### src/sv/olst_pkg.sv
// Shared types and codes for the ordered list store.
// Used by olst_cell and ordered_list_store; depends on nothing else.

package olst_pkg;

  localparam int DEFAULT_CAPACITY = 16;
  localparam int WORD_W           = 32;
  localparam int CMD_W            = 3;
  localparam int STATUS_W         = 2;
  localparam int COUNT_W          = 5;
  localparam int IN_TDATA_W       = 40;
  localparam int OUT_TDATA_W      = 40;

  typedef enum logic [CMD_W-1:0] {
    CMD_PUSH_FRONT   = 3'd0,
    CMD_POP_FRONT    = 3'd1,
    CMD_REMOVE_VALUE = 3'd2,
    CMD_POP_BACK     = 3'd3,
    CMD_LIST         = 3'd4
  } cmd_t;

  typedef enum logic [STATUS_W-1:0] {
    ST_OK       = 2'd0,
    ST_EMPTY    = 2'd1,
    ST_NOTFOUND = 2'd2,
    ST_FULL     = 2'd3
  } status_t;

  typedef enum logic {
    S_IDLE,
    S_SCAN
  } state_t;

  // what every cell does this cycle
  typedef struct packed {
    logic load;    // take the left neighbour (push at the front)
    logic rotate;  // take the right neighbour, tail takes the head
    logic drop;    // take the right neighbour, head word leaves the list
  } cell_op_t;

endpackage

### src/sv/olst_cell.sv
// One storage cell of the ordered list store chain.
// Depends on olst_pkg for the cell operation struct.

module olst_cell
  import olst_pkg::*;
#(
  parameter int CAPACITY = DEFAULT_CAPACITY,
  parameter int IDX      = 0,
  localparam int UW      = $clog2(CAPACITY + 1)
) (
  input  logic              clk,
  input  cell_op_t          op,
  input  logic [UW-1:0]     used,
  input  logic [WORD_W-1:0] left_word,
  input  logic [WORD_W-1:0] right_word,
  input  logic [WORD_W-1:0] head_word,
  output logic [WORD_W-1:0] word
);

  localparam logic [UW-1:0] IDX_PLUS1 = UW'(IDX + 1);

  logic tail;

  assign tail = (used == IDX_PLUS1);

  always_ff @(posedge clk) begin
    if (op.load) begin
      word <= left_word;
    end else if (op.rotate) begin
      word <= tail ? head_word : right_word;
    end else if (op.drop) begin
      word <= right_word;
    end
  end

endmodule

### src/sv/ordered_list_store.sv
// Top level of the ordered list store: command sequencer, output register, cell chain.
// Depends on olst_pkg and olst_cell.

// Ordered store of up to CAPACITY signed 32-bit words held in a chain of cells, front in
// cell 0. Remove front, remove last, remove by value and list each walk the whole list
// once by rotating the chain one place per cycle while the output register can take a beat,
// and look only at the head cell; a removal drops the word as it passes the head.
// Rejected or empty-list commands and unused command codes need no walk, like a push;
// their beat is valid the cycle after the accept. One command is worked on at a time; the
// next is taken once the walk ends and the output register is free or being drained.

module ordered_list_store
  import olst_pkg::*;
#(
  parameter int CAPACITY = DEFAULT_CAPACITY,
  localparam int UW      = $clog2(CAPACITY + 1)
) (
  input  logic                   clk,
  input  logic                   rst,
  input  logic                   s_tvalid,
  output logic                   s_tready,
  input  logic [IN_TDATA_W-1:0]  s_tdata,   // [2:0] cmd, [34:3] value, [39:35] zero
  output logic                   m_tvalid,
  input  logic                   m_tready,
  output logic [OUT_TDATA_W-1:0] m_tdata,   // [1:0] status, [33:2] value_res, [38:34] count
  output logic                   m_tlast
);

  localparam logic [UW-1:0] CAP_U = UW'(CAPACITY);

  state_t                state, state_next;
  cmd_t                  cmd_q, cmd_q_next;
  logic [WORD_W-1:0]     val_q, val_q_next;
  logic [UW-1:0]         used, used_next;
  logic [UW-1:0]         pos, pos_next;
  logic [UW-1:0]         n, n_next;
  logic                  found, found_next;
  logic [WORD_W-1:0]     found_val, found_val_next;

  logic                  out_valid, out_valid_next;
  status_t               out_status, out_status_next;
  logic [WORD_W-1:0]     out_val, out_val_next;
  logic                  out_last, out_last_next;
  logic [COUNT_W-1:0]    out_count, out_count_next;

  cell_op_t              op;
  logic [WORD_W-1:0]     cell_word [CAPACITY];
  logic [WORD_W-1:0]     head;

  cmd_t                  in_cmd;
  logic [WORD_W-1:0]     in_value;
  logic                  out_free;
  logic                  last_step;
  logic                  hit;
  logic                  step_ok;
  logic                  emit;
  logic [UW-1:0]         cnt_src;
  logic [UW+COUNT_W-1:0] cnt_ext;

  assign in_cmd   = cmd_t'(s_tdata[CMD_W-1:0]);
  assign in_value = s_tdata[CMD_W+WORD_W-1:CMD_W];
  assign head     = cell_word[0];
  assign out_free = !out_valid || m_tready;
  assign s_tready = (state == S_IDLE) && out_free;

  assign m_tvalid = out_valid;
  assign m_tlast  = out_last;
  assign m_tdata  = {{(OUT_TDATA_W-STATUS_W-WORD_W-COUNT_W){1'b0}}, out_count, out_val,
                     out_status};

  assign last_step = ((pos + UW'(1)) == n);
  assign hit = !found &&
               (((cmd_q == CMD_REMOVE_VALUE) && (head == val_q)) ||
                ((cmd_q == CMD_POP_FRONT) && (pos == '0)) ||
                ((cmd_q == CMD_POP_BACK) && last_step));
  assign step_ok = (cmd_q == CMD_LIST) ? out_free : (!last_step || out_free);

  assign cnt_ext = {{COUNT_W{1'b0}}, cnt_src};

  always_comb begin
    state_next      = state;
    cmd_q_next      = cmd_q;
    val_q_next      = val_q;
    used_next       = used;
    pos_next        = pos;
    n_next          = n;
    found_next      = found;
    found_val_next  = found_val;
    op              = '0;
    emit            = 1'b0;
    out_status_next = out_status;
    out_val_next    = out_val;
    out_last_next   = out_last;
    cnt_src         = used;

    unique case (state)
      S_IDLE: begin
        if (s_tvalid && s_tready) begin
          cmd_q_next = in_cmd;
          val_q_next = in_value;
          unique case (in_cmd)
            CMD_PUSH_FRONT: begin
              emit          = 1'b1;
              out_val_next  = '0;
              out_last_next = 1'b1;
              if (used == CAP_U) begin
                out_status_next = ST_FULL;
              end else begin
                op.load         = 1'b1;
                used_next       = used + UW'(1);
                cnt_src         = used + UW'(1);
                out_status_next = ST_OK;
              end
            end
            CMD_POP_FRONT, CMD_REMOVE_VALUE, CMD_POP_BACK, CMD_LIST: begin
              if (used == '0) begin
                emit            = 1'b1;
                out_status_next = ST_EMPTY;
                out_val_next    = '0;
                out_last_next   = 1'b1;
              end else begin
                state_next = S_SCAN;
                pos_next   = '0;
                n_next     = used;
                found_next = 1'b0;
              end
            end
            default: begin
              emit            = 1'b1;
              out_status_next = ST_OK;
              out_val_next    = '0;
              out_last_next   = 1'b1;
            end
          endcase
        end
      end
      S_SCAN: begin
        if (step_ok) begin
          pos_next = pos + UW'(1);
          if (hit) begin
            op.drop        = 1'b1;
            used_next      = used - UW'(1);
            found_next     = 1'b1;
            found_val_next = head;
          end else begin
            op.rotate = 1'b1;
          end
          if (cmd_q == CMD_LIST) begin
            emit            = 1'b1;
            out_status_next = ST_OK;
            out_val_next    = head;
            out_last_next   = last_step;
          end else if (last_step) begin
            emit          = 1'b1;
            out_last_next = 1'b1;
            if (hit) begin
              out_status_next = ST_OK;
              out_val_next    = head;
              cnt_src         = used - UW'(1);
            end else if (found) begin
              out_status_next = ST_OK;
              out_val_next    = found_val;
            end else begin
              out_status_next = ST_NOTFOUND;
              out_val_next    = '0;
            end
          end
          if (last_step) begin
            state_next = S_IDLE;
          end
        end
      end
      default: begin
        state_next = S_IDLE;
      end
    endcase

    out_count_next = emit ? cnt_ext[COUNT_W-1:0] : out_count;
    out_valid_next = emit ? 1'b1 : (out_valid && !m_tready);
  end

  always_ff @(posedge clk) begin
    if (rst) begin
      state     <= S_IDLE;
      used      <= '0;
      out_valid <= 1'b0;
      found     <= 1'b0;
    end else begin
      state     <= state_next;
      used      <= used_next;
      out_valid <= out_valid_next;
      found     <= found_next;
    end
  end

  always_ff @(posedge clk) begin
    cmd_q      <= cmd_q_next;
    val_q      <= val_q_next;
    pos        <= pos_next;
    n          <= n_next;
    found_val  <= found_val_next;
    out_status <= out_status_next;
    out_val    <= out_val_next;
    out_last   <= out_last_next;
    out_count  <= out_count_next;
  end

  // cell chain: left input of the front cell is the pushed word, the end cell wraps to the head
  for (genvar i = 0; i < CAPACITY; i++) begin : g_cell
    olst_cell #(
      .CAPACITY (CAPACITY),
      .IDX      (i)
    ) u_cell (
      .clk        (clk),
      .op         (op),
      .used       (used),
      .left_word  ((i == 0) ? in_value : cell_word[(i == 0) ? 0 : i - 1]),
      .right_word (cell_word[(i == CAPACITY - 1) ? 0 : i + 1]),
      .head_word  (head),
      .word       (cell_word[i])
    );
  end

endmodule
### config.mk
export PLATFORM = sky130hd
export DESIGN_NAME = ordered_list_store
export DESIGN_NICKNAME = d
export VERILOG_FILES = /design/src/sv/olst_pkg.sv /design/src/sv/olst_cell.sv /design/src/sv/ordered_list_store.sv
export SDC_FILE = /design/constraint.sdc
export NUM_CORES = 1
export LEC_CHECK = 0
export ABC_AREA = 1
export ABC_CLOCK_PERIOD_IN_PS = 38100
export BUFFER_PORTS_ARGS = -buffer_cell sky130_fd_sc_hd__buf_2
export CAP_MARGIN = 20
export CELL_PAD_IN_SITES_DETAIL_PLACEMENT = 0
export CELL_PAD_IN_SITES_GLOBAL_PLACEMENT = 1
export CORE_ASPECT_RATIO = 0.75
export CORE_MARGIN = 10
export CORE_UTILIZATION = 43
export DETAILED_ROUTE_END_ITERATION = 10
export GPL_TIMING_DRIVEN = 1
export PLACE_DENSITY_LB_ADDON = 0.1
export SKIP_CTS_REPAIR_TIMING = 1
export SYNTH_ARGS = -nofsm -noshare
export SYNTH_HDL_FRONTEND = slang
export SYNTH_SLANG_ARGS = --single-unit
### constraint.sdc
create_clock -name clk -period 38.1 [get_ports clk]
set_clock_uncertainty 0.2 [all_clocks]
set_input_delay 1.905 -clock clk [delete_from_list [all_inputs] [get_ports clk]]
set_output_delay 1.905 -clock clk [all_outputs]
set_load 0.01 [all_outputs]
Word-level counts from Yosys, hierarchy flattened

Index checks and enable logic that the tools add are counted.

Register bits: 637
Output and inout bits: 43
Word-level logic and storage cells: 228

Add/sub/neg operators: 3
Equality and inequality tests: 34
Mux-type cells: 133
Bitwise operators: 2
Reduce and logical (&&, ||, !) cells: 27

Operator list:

| cell                                                                     | count |
|---|---|
| 32-bit 2-to-1 mux                                                        | 71 |
| 32-bit one-hot mux with 2 select lines                                   | 1 |
| 5-bit 2-to-1 mux                                                         | 12 |
| 5-bit by 4-bit equality test with 1-bit output (second input constant)   | 8 |
| 32-bit equality test                                                     | 1 |
| 1-bit 2-to-1 mux                                                         | 30 |
| 5-bit one-hot mux with 2 select lines                                    | 3 |
| 5-bit by 3-bit equality test with 1-bit output (second input constant)   | 4 |
| 2-bit 2-to-1 mux                                                         | 10 |
| 3-bit by 2-bit equality test with 1-bit output (second input constant)   | 4 |
| 4-bit AND reduction                                                      | 3 |
| 5-bit by 1-bit adder with 5-bit output (second input constant)           | 2 |
| 5-bit by 2-bit equality test with 1-bit output (second input constant)   | 2 |
| 5-bit zero test                                                          | 2 |
| 2-bit by 1-bit inequality test with 1-bit output (second input constant) | 4 |
| 1-bit one-hot mux with 2 select lines                                    | 4 |
| 2-bit one-hot mux with 2 select lines                                    | 2 |
| 1-bit logical AND                                                        | 7 |
| 3-bit by 1-bit equality test with 1-bit output (second input constant)   | 2 |
| 3-bit equality test (second input constant)                              | 2 |
| 5-bit by 1-bit equality test with 1-bit output (second input constant)   | 1 |
| 5-bit equality test                                                      | 1 |
| 5-bit equality test (second input constant)                              | 1 |
| 5-bit AND reduction                                                      | 1 |
| 13 further kinds                                                         | 21 |

Longest topological paths before layout

Gate-level depths: netlist (run 1).

Word-level depth: 11
Depth in mapped cells: 19
Mapped depth without buffers: 16

By module

Synthesis (run 1) repeated with hierarchy kept, for this count alone.

Cells, all modules: 5,115
Area total of the unflattened synthesis: 38,993.6 µm²

By module, submodules not included:

| module                             | instances | cells an instance | area each (µm²) |
|---|---|---|---|
| olst_cell at g_cell[4].u_cell ...  | 4         | 284               | 2,077.0 |
| olst_cell at g_cell[10].u_cell ... | 4         | 285               | 2,067.0 |
| olst_cell at g_cell[0].u_cell ...  | 4         | 286               | 2,060.7 |
| ordered_list_store                 | 1         | 563               | 5,874.4 |
| olst_cell at g_cell[11].u_cell ... | 2         | 284               | 2,080.7 |
| olst_cell at g_cell[15].u_cell     | 1         | 283               | 2,090.8 |
| olst_cell at g_cell[14].u_cell     | 1         | 281               | 2,048.2 |

Least setup slack after synthesis (run 1)

Ideal clock, no wire load.

Kind: in2reg
From: input m_tready
To: register g_cell[0].u_cell.word[0] (enable)
Library setup time: 0.407 ns
Arrival time: 40.686 ns
Slack: -3.193 ns
Stages: 5
Path buffers: 0
Cells stage by stage: nor2_1 -> a21boi_4 -> o21ai_0 -> o21ai_0 -> inv_1

Longest elaborated chain between the ends: 7
Elaborated cells between the ends (all ways): 12

RTL lines:

| what                                                                                                    | RTL line                                            | source |
|---|---|---|
| start, declared                                                                                         | ordered_list_store.sv:24                            | `input logic m_tready,` |
| 1-bit logical OR (*)                                                                                    | ordered_list_store.sv:63                            | `assign out_free = !out_valid \|\| m_tready;` |
| 1-bit logical OR or 1-bit logical AND (tied branches)                                                   | ordered_list_store.sv:76, ordered_list_store.sv:64  |  |
| 1-bit 2-to-1 mux or 1-bit logical AND (tied branches)                                                   | ordered_list_store.sv:76, ordered_list_store.sv:98  |  |
| 2-bit 2-to-1 mux or 1-bit 2-to-1 mux (tied branches)                                                    | ordered_list_store.sv:138, ordered_list_store.sv:98 |  |
| 2-bit 2-to-1 mux or 1-bit 2-to-1 mux (tied branches)                                                    | ordered_list_store.sv:96                            | `unique case (state)` |
| 3-bit by 2-bit inequality test with 1-bit output (no source line) or 3-bit nonzero test (tied branches) | n/a                                                 |  |
| 2-bit AND reduction (no source line) (*)                                                                | n/a                                                 |  |
| end signal, assigned                                                                                    | olst_cell.sv:28                                     | `word <= left_word;` |
| end signal, assigned                                                                                    | olst_cell.sv:30                                     | `word <= tail ? head_word : right_word;` |
| end signal, assigned                                                                                    | olst_cell.sv:32                                     | `word <= right_word;` |
| end, declared                                                                                           | olst_cell.sv:17                                     | `output logic [WORD_W-1:0] word` |

Every way passes the cells marked *; elsewhere a longest branch is shown, timed or not.
A chain may end at the register's enable or synchronous reset.

Final worst setup path (run 1)

From: input m_tready
To: register g_cell[14].u_cell.word[17] (enable)

Longest elaborated chain between the ends: 6
Elaborated cells between the ends (all ways): 10

RTL lines:

| what                                                  | RTL line |
|---|---|
| 1-bit logical OR (*)                                  | ordered_list_store.sv:63 |
| 1-bit logical OR or 1-bit logical AND (tied branches) | ordered_list_store.sv:76, ordered_list_store.sv:64 |
| 1-bit 2-to-1 mux or 1-bit logical AND (tied branches) | ordered_list_store.sv:76, ordered_list_store.sv:98 |
| 2-bit 2-to-1 mux or 1-bit 2-to-1 mux (tied branches)  | ordered_list_store.sv:138, ordered_list_store.sv:98 |
| 2-bit 2-to-1 mux or 1-bit 2-to-1 mux (tied branches)  | ordered_list_store.sv:96 |
| 3-bit nonzero test (no source line) (*)               | n/a |
| end signal, assigned                                  | olst_cell.sv:28 |
| end signal, assigned                                  | olst_cell.sv:30 |
| end signal, assigned                                  | olst_cell.sv:32 |
| end, declared                                         | olst_cell.sv:17 |

Marked as above.

==> key figures, run 1 <==
Logic synthesis
  – FF+latch count, synth: between 600 and 700
  – Simple logic cell fraction of the synthesized area: 0.355
  – Synth area leader: edfxtp_1
  – Seq/Total Area, Yosys: 0.509
  – EDFF count, synth: 629
  – Synth Cell Area: ~37000 um2
  – Unique masters post-synth: 33
  – FFs w/ async S/R, synth: 0
  – Compound-Gate Fraction of Synth Area: 0.0650
  – Synth warn: 0
  – Most frequent cell after synthesis: nand2_1
  – Synth Area in XOR/XNOR: 0.00631
  – Adder-Cell Fraction of Synth Area: 0.00267
  – Commonest cells post-synth: nand2_1, edfxtp_1, nand3_1
  – Mapped Nets: about 5100
  – Largest family of logic cells by synthesized area: simple AND/OR/NAND/NOR gates
  – Yosys top cell area share: 0.504
  – Mapped Cells: 5014
  – Largest cells by area after synthesis: edfxtp_1, nand2_1, nand3_1
  – Fraction of synthesized area in multiplexers: 0.00962
  – Main flop type after synthesis: edfxtp_1
  – Syn Area/Cell: ~7.5 um2

Timing
  – Setup TNS: 0 ps
  – Unrepaired setup endpoints after global routing: false
  – Slew of the pin with the lowest slew margin: about 1300 ps
  – Fmax: about 140 MHz
  – Fin crit share: 0.193
  – Relative max-transition margin: 0.154
  – Final min period: around 7400 ps
  – Final Hold Viols: 0
  – Final setup violation count: 0
  – Setup ws final: just over 30000 ps
  – Pins Over Slew Limit: 0

Global routing
  – Largest net degree at the start of global routing: 203
  – Total Routing Usage GR: 0.228
  – Met2 global-route usage: 0.371
  – First-pass GRT wire length: ~180000 um
  – Vias in the first global route: 30500
  – Grt peak-use layer: met2
  – Initial antenna violation count: 4
  – Total congestion overflow: 0
  – Met1 usage: 0.317
  – Met3 usage in global routing: 0.0317

Clock network
  – Num CTS Buffers: a little over 70
  – Clk root buf: clkbuf_16
  – Worst-skew pair later-pin latency: ~640 ps
  – Htree depth: 3
  – Maximum buffer depth of the clock tree: 3
  – Worst-path clk slew: around 60 ps
  – CTS tree: done
  – Clk sinks: approximately 640

Floorplanning
  – # IOs: 87
  – Die area: between 90000 and 100000 um2
  – Core Area: ~86000 um2
  – Die W: approximately 360 um
  – FP Rows: between 90 and 100
  – Initial Utilization: 0.435
  – Die height: roughly 280 um

Setup path
  – Crit. Startpoint: m_tready
  – Worst Setup Path Type: input port to flip-flop
  – Worst setup EP type: flip-flop
  – Worst EP required: between 30000 and 40000 ps
  – Critical path arrival: 7410 ps
  – FF-to-FF Start: m_tvalid
  – Worst setup SP type: input port
  – Crit Path Max Fanout: 147

Route
  – Vias post-DR: between 30000 and 40000
  – DRC viols: 0
  – Drt first pass iters: 5
  – Drt via density: ~5.3
  – WL/cell: ~19 um
  – Final WL: approximately 120000 um
  – Final ANT Viol Nets: 0
  – Number of DRC markers in iteration 0: around 3400

Power and ir drop
  – Worst VDD drop: ~0.038 mV
  – Leak: ~18 nW
  – Pwr dens: about 42 nW/um2

Placement
  – Dpl hpwl: roughly 60000 um
  – Final GP Congestion: between 0.7 and 0.8
  – # port buffers: 80
  – Post-Place Setup Slack: roughly 30000 ps

Layout
  – Fraction of layout cells with a size suffix above 1: 0.0592
  – P&R area growth vs syn: 7.90%
  – Layout Nets: 4899
  – Antenna diode count: 0

Hold path
  – Type of the worst min-delay path: flip-flop to flip-flop
  – Min-delay src: g_cell[2].u_cell.word[9]

Flow run
  – Max-cap violations: 0

Run status
  – Status: finished clean
-- report_power, final --
group          switching [mW]  internal, mW
Sequential             0.0232         0.820
Combinational           0.117        0.0506
Clock                   0.304         0.373
-- stage by stage --
stage	hold slack, ps	instances	util	cell area [um2]	power, mW
2_1_floorplan	203	5014	-	37500	1.00
3_3_place_gp	328	5913	0.444	38200	1.02
3_5_place_dp	326	5913	0.444	38200	1.03
4_1_cts	335	6040	0.469	40400	1.70
5_1_grt	367	6040	0.469	40400	1.76
6_report	341	6040	0.469	40400	1.69
-- cells by family after synthesis --
group	after synthesis
compound gates	482
xor+xnor	27
fa+ha+maj	8
buf+inv	463
flops	637
mux	32
other cells	1
simple gates	3364
-- sequential cells by signal (all words and copies together) (netlist names), 2 cells and up --
| register | cells |
|---|---|
| val_q | 32 |
| found_val | 32 |
| out_status | 2 |
| n | 5 |
| out_count | 5 |
| pos | 5 |
| cmd_q | 3 |
| used | 5 |
| g_cell.u_cell.word | 512 |
| out_val | 32 |
-- layout by cell type (no fill, tap or decap), types with 4 or more instances in the layout --
cell type	count
nand2_1	2814
edfxtp_1	629
nand3_1	474
o21ai_0	429
inv_1	83
buf_2	80
clkbuf_16	72
a21oi_1	47
buf_4	47
nor2_1	39
mux2_2	32
clkbuf_1	18
xnor2_1	17
clkinv_1	17
nand2_2	13
xor2_1	10
clkinv_2	8
dfxtp_1	8
buf_12	8
nor3_1	7
ha_1	7
nand4_1	5
inv_6	4
-- per-layer routing --
metal | share of wire | vias up
met1 | 0.47 | 15400
met3 | 0.054 | 141
met4 | 0.025 | 4
li1 | - | 16000
met2 | 0.45 | 776
met5 | 0.00023 | -
-- critical path: stages --
cell and delay, ps:
buf_2 80, nor2_1 130, nor2_1 160, nand2_1 210, nor2_1 590, nand2_8 430
o21ai_4 520, buf_4 700, buf_12 690, buf_4 820, buf_4 920
-- worst paths after layout --
| path | end | slack (ps) | cells after the start |
|---|---|---|---|
| worst max-delay path | g_cell[14].u_cell.word[17] | 30740 | 11 |
| worst min-delay path | g_cell[3].u_cell.word[9] | 340 | 2 |
| worst max register to register | g_cell[14].u_cell.word[17] | 31710 | 11 |
| worst min register to register | g_cell[3].u_cell.word[9] | 340 | 2 |
-- area by class of cell --
type	count	area, um2
Clock inverter	35	278
Tap cell	1140	1430
Clock buffer	92	1900
Inverter	87	334
Timing Repair Buffer	135	913
Sequential cell	637	19000
Fill cell	8632	45700
Multi-Input combinational cell	3914	16500
No activity file was read; power rests on OpenSTA's default activity.
==> run 2, diff against run 1 <==
--- a/config.mk
+++ b/config.mk
@@ -6,14 +6,14 @@
 export NUM_CORES = 1
 export LEC_CHECK = 0
 export ABC_AREA = 1
-export ABC_CLOCK_PERIOD_IN_PS = 38100
+export ABC_CLOCK_PERIOD_IN_PS = 6800
 export BUFFER_PORTS_ARGS = -buffer_cell sky130_fd_sc_hd__buf_2
 export CAP_MARGIN = 20
 export CELL_PAD_IN_SITES_DETAIL_PLACEMENT = 0
 export CELL_PAD_IN_SITES_GLOBAL_PLACEMENT = 1
 export CORE_ASPECT_RATIO = 0.75
 export CORE_MARGIN = 10
-export CORE_UTILIZATION = 43
+export CORE_UTILIZATION = 47
 export DETAILED_ROUTE_END_ITERATION = 10
 export GPL_TIMING_DRIVEN = 1
 export PLACE_DENSITY_LB_ADDON = 0.1
==> constraint.sdc (replaced) <==
create_clock -name clk -period 6.8 [get_ports clk]
set_clock_uncertainty 0.2 [all_clocks]
set_input_delay 0.34 -clock clk [delete_from_list [all_inputs] [get_ports clk]]
set_output_delay 0.34 -clock clk [all_outputs]
set_load 0.01 [all_outputs]
==> key figures, run 2 (synthesized netlist as in run 1, its figures left out) <==
Global routing
  – Initial antenna violation count: 4
  – Total Routing Usage GR: 0.239
  – Largest net degree at the start of global routing: 223
  – Vias in the first global route: just under 30000
  – Total congestion overflow: 0
  – First-pass GRT wire length: 176000 um

Layout
  – Fillcell total: ~7600
  – Antenna diode count: 0
  – Layout Nets: between 4000 and 5000
  – Max reg flops: 512
  – Commonest non-fill, non-tap cell in the layout: nand2_1
  – P&R area growth vs syn: 9.31%
  – Fraction of layout cells with a size suffix above 1: 0.0621
  – Most frequent cells in the layout: nand2_1, edfxtp_1, nand3_1
  – Fin util: 0.519
  – Largest Register: g_cell.u_cell.word

Floorplanning
  – Die W: ~350 um
  – Die area: just over 90000 um2
  – Core Area: between 70000 and 80000 um2
  – Initial Utilization: 0.475
  – FP Rows: 89
  – Die height: between 200 and 300 um
  – # IOs: 87

Clock network
  – Htree depth: 3
  – Clk root buf: clkbuf_16
  – Num CTS Buffers: 71
  – Worst-skew pair later-pin latency: approximately 650 ps
  – Maximum buffer depth of the clock tree: 3
  – Clk sinks: between 600 and 700
  – CTS tree: done
  – Worst-path clk slew: about 60 ps

Timing
  – Final Hold Viols: 0
  – Setup ws final: 1680 ps
  – Fmax: 195 MHz
  – Fin crit share: 0.753
  – Final min period: slightly above 5000 ps
  – Unrepaired setup endpoints after global routing: false
  – Relative max-transition margin: 0.207
  – Slew of the pin with the lowest slew margin: 1190 ps
  – Pins Over Slew Limit: 0
  – Final setup violation count: 0

Power and ir drop
  – Worst VDD drop: between 0.15 and 0.2 mV
  – Leak: approximately 19 nW
  – Internal power: about 7.2 mW
  – Sequential group share of total power: 0.486
  – Net Switching: about 2.5 mW
  – Pwr dens: 237 nW/um2
  – Combinational share of power: 0.099
  – Clock power share: 0.415
  – Switching Fraction: 0.257

Route
  – Number of DRC markers in iteration 0: about 3400
  – Vias post-DR: approximately 33000
  – Drt first pass iters: 6
  – Final WL: 114000 um
  – WL/cell: between 15 and 20 um
  – Final ANT Viol Nets: 0
  – DRC viols: 0
  – Drt via density: roughly 5.5

Setup path
  – Worst setup EP type: flip-flop
  – Worst EP required: about 7100 ps
  – WP buf/inv: 2
  – Worst setup SP type: flip-flop
  – CP peak stage delay: around 780 ps
  – Crit path max-delay family: simple AND/OR/NAND/NOR gates
  – Crit Path Max Fanout: ~220
  – Worst Setup Path Type: flip-flop to flip-flop
  – Critical path arrival: about 5400 ps
  – Slowest-stage cell, CP: buf_12
  – Most used cell, CP: nand2_1
  – Crit path cell chain: inv_1 -> nand2_1 -> nand2_1 -> nor3_1 -> nand2_1 -> nor2_1 -> nand3_1 -> nand3_2 -> nand2_4 -> nand2_8 -> buf_12 -> nand2_1 -> nand2_1 -> nand2_1 -> nand2_1

Hold path
  – Type of the worst min-delay path: input port to flip-flop

Placement
  – # port buffers: 80
  – Dpl hpwl: 59200 um
  – Post-Place Setup Slack: ~1800 ps
  – Final GP Congestion: about 0.80

Run status
  – Status: finished clean

Flow run
  – Max-cap violations: 0
run 2: final cells by class:
class | count | area, um2 | share of cell area
repair buffers | 175 | 1370 | 0.0334
multi-input cells | 3914 | 16500 | 0.404
inverters | 87 | 334 | 0.00816
flip-flops and latches | 637 | 19000 | 0.465
clock buffers | 93 | 1940 | 0.0475
well taps | 1046 | 1310 | 0.0320
clock inverters | 37 | 392 | 0.00957
run 2: metal layers:
metal | vias to the layer above | wire, um | track usage
li1 | 16100 | - | -
met2 | 996 | 51000 | 0.376
met3 | 146 | 7520 | 0.0341
met4 | 0 | 2570 | 0.0567
met1 | 15600 | 52800 | 0.346
met5 | - | 0 | 0
run 2: final timing paths:
path,startpoint,end,slack [ps],cells past startpoint
setup / recovery,g_cell[0].u_cell.word[16],g_cell[6].u_cell.word[13],1680,15
hold reg to reg,found,found,310,2
setup reg to reg,g_cell[0].u_cell.word[16],g_cell[6].u_cell.word[13],1680,15
hold / removal,m_tready,m_tvalid,0.9,4
run 2: power by group through the flow:
stage | Combinational [mW] | Sequential [mW] | Clock, mW
after CTS | 0.951 | 4.72 | 4.08
final | 0.958 | 4.72 | 4.03
after floorplan | 0.676 | 4.82 | 0
after detailed placement | 0.946 | 4.80 | 0
after global routing | 1.11 | 4.74 | 4.22
after global placement | 0.933 | 4.80 | 0
run 2: stage by stage:
| stage | setup TNS, ps | cell area [um2] | power, mW | instances | hold WS, ps |
|---|---|---|---|---|---|
| after floorplan | -1491870 | 37500 | 5.50 | 5014 | 203 |
| final | 0 | 40900 | 9.71 | 5989 | 0.881 |
| after CTS | 0 | 40600 | 9.75 | 5953 | -338 |
| after global routing | 0 | 40900 | 10.1 | 5989 | 37.2 |
| after global placement | 0 | 38200 | 5.73 | 5823 | 290 |
| after detailed placement | 0 | 38200 | 5.75 | 5823 | 305 |
run 2: worst min-delay path: stages:
cell and delay (ps):
buf_2 70, nor2_1 130, o21ai_0 190, inv_1 40
